$ cat src/pswt_pkg.sv
// Shared types and constants of the priority schedule wait-time block.
package pswt_pkg;

  localparam int MAX_PROCS = 16;
  localparam int CNT_W     = $clog2(MAX_PROCS + 1);
  localparam int BURST_W   = 16;
  localparam int PRIO_W    = 8;
  localparam int IDX_W     = 6;
  localparam int TIME_W    = 22;
  localparam int TOTAL_W   = 28;

  // One held job: arrival index, priority and burst.
  typedef struct packed {
    logic [IDX_W-1:0]   idx;
    logic [PRIO_W-1:0]  prio;
    logic [BURST_W-1:0] burst;
  } job_t;

  // Control broadcast to every cell of the chain.
  typedef struct packed {
    logic ins;   // insert the new job this cycle
    logic shl;   // shift the chain one cell toward cell 0
    job_t job;   // the job being inserted
  } cell_ctl_t;

endpackage

$ cat src/priority_schedule_wait_times.sv
// Top level of the non-preemptive priority scheduler with wait-time results.
//
// Jobs arrive on the input channel (in_valid/in_ready) as requests carrying a
// burst time and a priority. Each accepted request is inserted into
// a chain of MAX_PROCS cells kept sorted by ascending priority value; a job with
// equal priority lands behind those already held, so ties keep arrival order.
// A request with last_job set closes the set. A job that arrives while the chain
// is full is dropped and every result of that set flags jobs_dropped.
// Loading takes one request per cycle. After the closing request the input side
// stalls while the chain shifts toward cell 0, one job per cycle while the
// receiver is ready, and each job leaves through the output register
// (out_valid/out_ready) with its waiting time, turnaround time and the running
// total of waiting times. The first result is loaded into the output register
// from the EMIT state that follows the closing request. A stalled receiver
// holds the output register and freezes the chain. The input channel reopens in
// the cycle after the last result is loaded into the output register. Reset
// empties the set and clears out_valid.
module priority_schedule_wait_times (
  input  logic                           clk,
  input  logic                           rst,
  input  logic                           in_valid,
  output logic                           in_ready,
  input  logic [pswt_pkg::BURST_W-1:0]   burst_time,
  input  logic [pswt_pkg::PRIO_W-1:0]    priority_req,
  input  logic                           last_job,
  output logic                           out_valid,
  input  logic                           out_ready,
  output logic [pswt_pkg::IDX_W-1:0]     job_number,
  output logic [pswt_pkg::TIME_W-1:0]    wait_time,
  output logic [pswt_pkg::TIME_W-1:0]    finish_time,
  output logic [pswt_pkg::TOTAL_W-1:0]   total_wait,
  output logic                           end_of_run,
  output logic                           jobs_dropped
);
  import pswt_pkg::*;

  typedef enum logic {LOAD, EMIT} state_t;

  state_t               state;
  logic [CNT_W-1:0]     count;
  logic                 overflow;
  logic [TIME_W-1:0]    elapsed;
  logic [TOTAL_W-1:0]   total_acc;

  cell_ctl_t            ctl;
  job_t                 entries [MAX_PROCS];
  logic [MAX_PROCS-1:0] held;
  logic [MAX_PROCS-1:0] disp;

  logic in_acc;
  logic full;
  logic step;
  logic [TIME_W-1:0] fin_next;

  assign in_ready = (state == LOAD);
  assign in_acc   = in_valid && in_ready;
  assign full     = (count == CNT_W'(MAX_PROCS));

  // In EMIT, a result is produced whenever the output register is free or being drained.
  assign step     = (state == EMIT) && (!out_valid || out_ready);
  assign fin_next = elapsed + TIME_W'(entries[0].burst);

  assign ctl.ins       = in_acc && !full;
  assign ctl.shl       = step;
  assign ctl.job.idx   = IDX_W'(count);
  assign ctl.job.prio  = priority_req;
  assign ctl.job.burst = burst_time;

  // The held jobs always form a prefix of the chain, so occupancy follows the count.
  for (genvar i = 0; i < MAX_PROCS; i++) begin : g_cell
    assign held[i] = (count > CNT_W'(i));

    if (i == 0) begin : g_head
      pswt_cell u_cell (
        .clk         (clk),
        .ctl         (ctl),
        .held        (held[i]),
        .left_held   (1'b1),
        .left_disp   (1'b0),
        .left_entry  (ctl.job),
        .right_entry (entries[(i + 1) % MAX_PROCS]),
        .disp        (disp[i]),
        .entry       (entries[i])
      );
    end else if (i == MAX_PROCS - 1) begin : g_tail
      pswt_cell u_cell (
        .clk         (clk),
        .ctl         (ctl),
        .held        (held[i]),
        .left_held   (held[i-1]),
        .left_disp   (disp[i-1]),
        .left_entry  (entries[i-1]),
        .right_entry (entries[i]),
        .disp        (disp[i]),
        .entry       (entries[i])
      );
    end else begin : g_mid
      pswt_cell u_cell (
        .clk         (clk),
        .ctl         (ctl),
        .held        (held[i]),
        .left_held   (held[i-1]),
        .left_disp   (disp[i-1]),
        .left_entry  (entries[i-1]),
        .right_entry (entries[i+1]),
        .disp        (disp[i]),
        .entry       (entries[i])
      );
    end
  end

  always_ff @(posedge clk) begin
    if (rst) begin
      state     <= LOAD;
      count     <= '0;
      overflow  <= 1'b0;
      out_valid <= 1'b0;
    end else begin
      // A drained output register empties unless a new result replaces it.
      if (out_valid && out_ready && !step) begin
        out_valid <= 1'b0;
      end
      case (state)
        LOAD: begin
          if (in_acc) begin
            if (full) begin
              overflow <= 1'b1;
            end else begin
              count <= count + CNT_W'(1);
            end
            if (last_job) begin
              state     <= EMIT;
              elapsed   <= '0;
              total_acc <= '0;
            end
          end
        end
        EMIT: begin
          if (step) begin
            out_valid    <= 1'b1;
            job_number   <= entries[0].idx;
            wait_time    <= elapsed;
            finish_time  <= fin_next;
            total_wait   <= total_acc + TOTAL_W'(elapsed);
            end_of_run   <= (count == CNT_W'(1));
            jobs_dropped <= overflow;
            elapsed      <= fin_next;
            total_acc    <= total_acc + TOTAL_W'(elapsed);
            count        <= count - CNT_W'(1);
            if (count == CNT_W'(1)) begin
              state    <= LOAD;
              overflow <= 1'b0;
            end
          end
        end
        default: begin
          state <= LOAD;
        end
      endcase
    end
  end

  // The chain never holds more jobs than it has cells.
  a_count_bound: assert property (@(posedge clk) disable iff (rst)
    count <= CNT_W'(MAX_PROCS))
    else $error("job count exceeds chain capacity");

  // Emitting the final job empties the set and reopens the input.
  a_set_closes: assert property (@(posedge clk) disable iff (rst)
    step && (count == CNT_W'(1)) |=> (state == LOAD) && (count == '0) && !overflow
                                     && out_valid && end_of_run)
    else $error("set not closed after final result");

  // Turnaround never falls below the waiting time.
  a_finish_order: assert property (@(posedge clk) disable iff (rst)
    out_valid |-> finish_time >= wait_time)
    else $error("finish time below wait time");

endmodule

$ cat src/pswt_cell.sv
// One cell of the sorted job chain.
module pswt_cell (
  input  logic               clk,
  input  pswt_pkg::cell_ctl_t ctl,
  input  logic               held,
  input  logic               left_held,
  input  logic               left_disp,
  input  pswt_pkg::job_t     left_entry,
  input  pswt_pkg::job_t     right_entry,
  output logic               disp,
  output pswt_pkg::job_t     entry
);
  import pswt_pkg::*;

  // The held job gives way when the new job has a strictly smaller priority value.
  assign disp = held && (entry.prio > ctl.job.prio);

  always_ff @(posedge clk) begin
    if (ctl.ins) begin
      if (!held || disp) begin
        if (left_disp) begin
          entry <= left_entry;
        end else if (left_held) begin
          entry <= ctl.job;
        end
      end
    end else if (ctl.shl) begin
      entry <= right_entry;
    end
  end

endmodule
$ cat config.mk
export PLATFORM = sky130hd
export DESIGN_NAME = priority_schedule_wait_times
export DESIGN_NICKNAME = d
export VERILOG_FILES = /design/src/pswt_pkg.sv /design/src/priority_schedule_wait_times.sv /design/src/pswt_cell.sv
export SDC_FILE = /design/constraint.sdc
export NUM_CORES = 1
export LEC_CHECK = 0
export BUFFER_PORTS_ARGS = -buffer_cell sky130_fd_sc_hd__buf_2
export CAP_MARGIN = 15
export CELL_PAD_IN_SITES_DETAIL_PLACEMENT = 1
export CELL_PAD_IN_SITES_GLOBAL_PLACEMENT = 2
export CORE_MARGIN = 5
export CORE_UTILIZATION = 41
export CTS_BUF_LIST = sky130_fd_sc_hd__clkbuf_4 sky130_fd_sc_hd__clkbuf_8
export DETAILED_ROUTE_END_ITERATION = 10
export PLACE_DENSITY_LB_ADDON = 0.08
export SLEW_MARGIN = 20
export SYNTH_ARGS = -nofsm -noshare
export SYNTH_HDL_FRONTEND = slang
export SYNTH_SLANG_ARGS = --single-unit
$ cat constraint.sdc
create_clock -name clk -period 7.8 [get_ports clk]
set_clock_uncertainty 0.1 [all_clocks]
set_input_delay 1.56 -clock clk [delete_from_list [all_inputs] [get_ports clk]]
set_output_delay 1.56 -clock clk [all_outputs]
set_load 0.005 [all_outputs]
==> metrics.cfg <==
[floorplanning]
die_x_um=298
die_h_um=298
rows=105
fp.dieArea_mm2=0.0887
core_area_mm2=0.0821
io_pins=111
initial_core_util_pct=41.3

[global_routing]
grt_max_degree=262
grt_antenna_before_repair=6
grt_usage_pct=20.7
grt_pass1_vias=24600
grt_pass1_wl_um=147000
grt-ovfl-total=0

[timing]
max_slew_margin_pct=25.6
setup_tns_ns=0
tightestPinTransition_ns=1.12
fin_crit_sh_pct=60.0
fmax_mhz=214
rsz0062_at_grt=no
setup_viol=0
min_period_ns=4.68
drv_slew=0
finalHoldViolations=0

[synth]
synth_edf_count=610
syn-num-nets=3255
netlist_top_cells_area=edfxtp_1 (54%), mux2i_1 (12%), o21ai_0 (6.7%)
async_flop_share_pct=0
seq_area_frac_synth_pct=54.4
synthDistinctLibCells=70
yosys_warnings=0
syn_area_per_cell_um2=11.1
synth_area_mm2=0.0339
yosys-top-cells-count=edfxtp_1 (610), nand2_1 (570), o21ai_0 (453)
synth_top_area_share_pct=54.0
synth_top_flop_cell=edfxtp_1
synth_top_cell_by_area=edfxtp_1
ys_ff_latch=618
synth.most_common_cell=edfxtp_1
synth_cells=3052

[worst_setup_path]
worstPathMaxFanout=29
slowest_delay_ns=0.95
worst_setup_path_end_kind=flip-flop
cp.buffers_inverters=2
cp_top_family=simple AND/OR/NAND/NOR gates
critPathKind=input port to flip-flop
critPathSlowestCell=nand2b_2
crit_chain=buf_2 > inv_1 > ha_1 > nand3_1 > o311ai_0 > nand2b_2 > mux2i_1 > o21ai_0
worst_setup_path_start_kind=input port
cp.required_ns=8.13
arrival_ns=5.01

[route]
wl_um=94300
drc=0
vias=23600
via_per_inst=5.51
postRouteAntennaNets=0
wl_per_cell_um=22.0
firstDrtPassIters=5
first_iter_violations=1647

[clock_network]
cts_buffers=116
ctsResizeCount=0
ctsLongestPathBuffers=3
cts_tree=done
post_cts_buffers=0
clk_latency_ns=0.75
clk_pin_slew_ns=0.06
htreeDepth=3
clock-root-buffer=clkbuf_8
ctsHoldBuffers=0
cts.sinks=618

[hold_path]
min_path_type=flip-flop to flip-flop

[flow_run]
drv_cap=0

[status]
status=finished, final reports clean

[place]
gp_congestion=0.868
portBuffers=110
dpl.hpwl_um=65100

[power]
powerDensity_mw_per_mm2=264
p_leak_uw=0.0166
ir_worst_vdd_v=0.000117

[cells_and_area]
postLayoutCoreUtil_pct=45.9
areaGrowthSynthToFinish_pct=11.1
nets=3313
drive_gt1_share_pct=12.6
fillers=8856

-- path summary, 6_finish.rpt --
| path | startpoint | endpoint | slack, ns | cells after the start |
|---|---|---|---|---|
| hold / removal | g_cell[15].g_tail.u_cell.entry[9] | g_cell[14].g_mid.u_cell.entry[9] | 0.42 | 2 |
| hold reg to reg | g_cell[15].g_tail.u_cell.entry[9] | g_cell[14].g_mid.u_cell.entry[9] | 0.42 | 2 |
| setup reg to reg | count[1] | g_cell[12].g_mid.u_cell.entry[1] | 3.80 | 9 |
| setup / recovery | priority_req[3] | g_cell[1].g_mid.u_cell.entry[4] | 3.12 | 8 |
-- per-layer routing --
| metal | track usage, % | vias to the layer above | routed length, um |
|---|---|---|---|
| li1 | - | 11300 | - |
| met1 | 28.7 | 11700 | 44600 |
| met2 | 34.0 | 486 | 43900 |
| met3 | 2.86 | 155 | 3710 |
| met4 | 6.03 | 2 | 2150 |
| met5 | 0 | - | 12 |
-- cells in the final DEF, fill, tap and decap left out, types with 10 or more instances in the layout --
| cell type | Yosys | routed |
|---|---|---|
| edfxtp_1 | 610 | 610 |
| nand2_1 | 570 | 568 |
| o21ai_0 | 453 | 452 |
| mux2i_1 | 401 | 401 |
| ha_1 | 172 | 172 |
| clkbuf_8 | 0 | 121 |
| buf_2 | 58 | 110 |
| a21oi_1 | 87 | 85 |
| inv_1 | 68 | 68 |
| nor2_1 | 61 | 60 |
| and2_1 | 47 | 46 |
| nand3_1 | 45 | 45 |
| a21o_1 | 45 | 45 |
| clkbuf_4 | 0 | 43 |
| buf_4 | 2 | 36 |
| clkinv_1 | 0 | 33 |
| mux2_2 | 30 | 30 |
| xnor2_1 | 26 | 26 |
| clkinv_2 | 0 | 16 |
| xor2_1 | 15 | 15 |
| a31oi_1 | 16 | 15 |
| nand2b_1 | 21 | 14 |
| o21a_1 | 12 | 12 |
| nor2b_1 | 11 | 11 |
| o2111ai_1 | 11 | 11 |
| nand4_1 | 10 | 10 |
-- stage by stage --
step	setup WS, ns	hold WS, ns	std cells	area, um2	total power [uW]
floorplan	1.09	0.309	3052	33900	6170
global route	2.89	0.432	4286	37700	10500
CTS	3.20	0.431	4281	37700	10100
global placement	2.42	0.405	4062	35500	6840
detailed placement	2.37	0.414	4062	35500	6940
finish	3.12	0.421	4286	37700	9950
-- state kept, by name, summed over array words and instances (netlist names), 6 cells and up --
register	cells
g_cell.g_head.u_cell.entry	30
total_acc	28
job_number	6
finish_time	22
g_cell.g_tail.u_cell.entry	30
g_cell.g_mid.u_cell.entry	420
wait_time	22
elapsed	22
total_wait	28
-- worst min-delay path: cells and delay by family, from the launching register on --
family	cells	cell delay, ns
AO/OA/AOI/OAI	1	0.06
flip-flops	1	0.32
AND/OR/NAND/NOR	1	0.04
-- cells by family (layout without fill, tap and decap cells) --
group                      after synthesis  after routing  synth area share, %
and+or+nand+nor                        805            805                 10.0
other                                    0              5                    0
muxes                                  431            431                 12.8
xor gates and xnor gates                41             41                 1.06
DFF                                    618            618                 54.4
AOI/OAI and AO/OA                      706            706                 11.9
adders and majority gates              174            174                 6.46
buffers and inverters                  277            436                 3.30
-- report_power, final --
group          switching (uW)  internal, uW
combinational            1440           807
clock                    1450          1640
sequential                298          4320
-- layout make-up --
| cell class | count | area [um2] | share of cell area [%] |
|---|---|---|---|
| Antenna cell | 5 | 12.5 | 0.0332 |
| Clock inverter | 55 | 264 | 0.700 |
| Tap cell | 1070 | 1340 | 3.55 |
| Inverter | 68 | 255 | 0.677 |
| Timing Repair Buffer | 149 | 881 | 2.33 |
| Multi-Input combinational cell | 2157 | 14500 | 38.5 |
| Clock buffer | 164 | 1990 | 5.27 |
| Sequential cell | 618 | 18500 | 49.0 |
(Power assumes the default switching activity.)
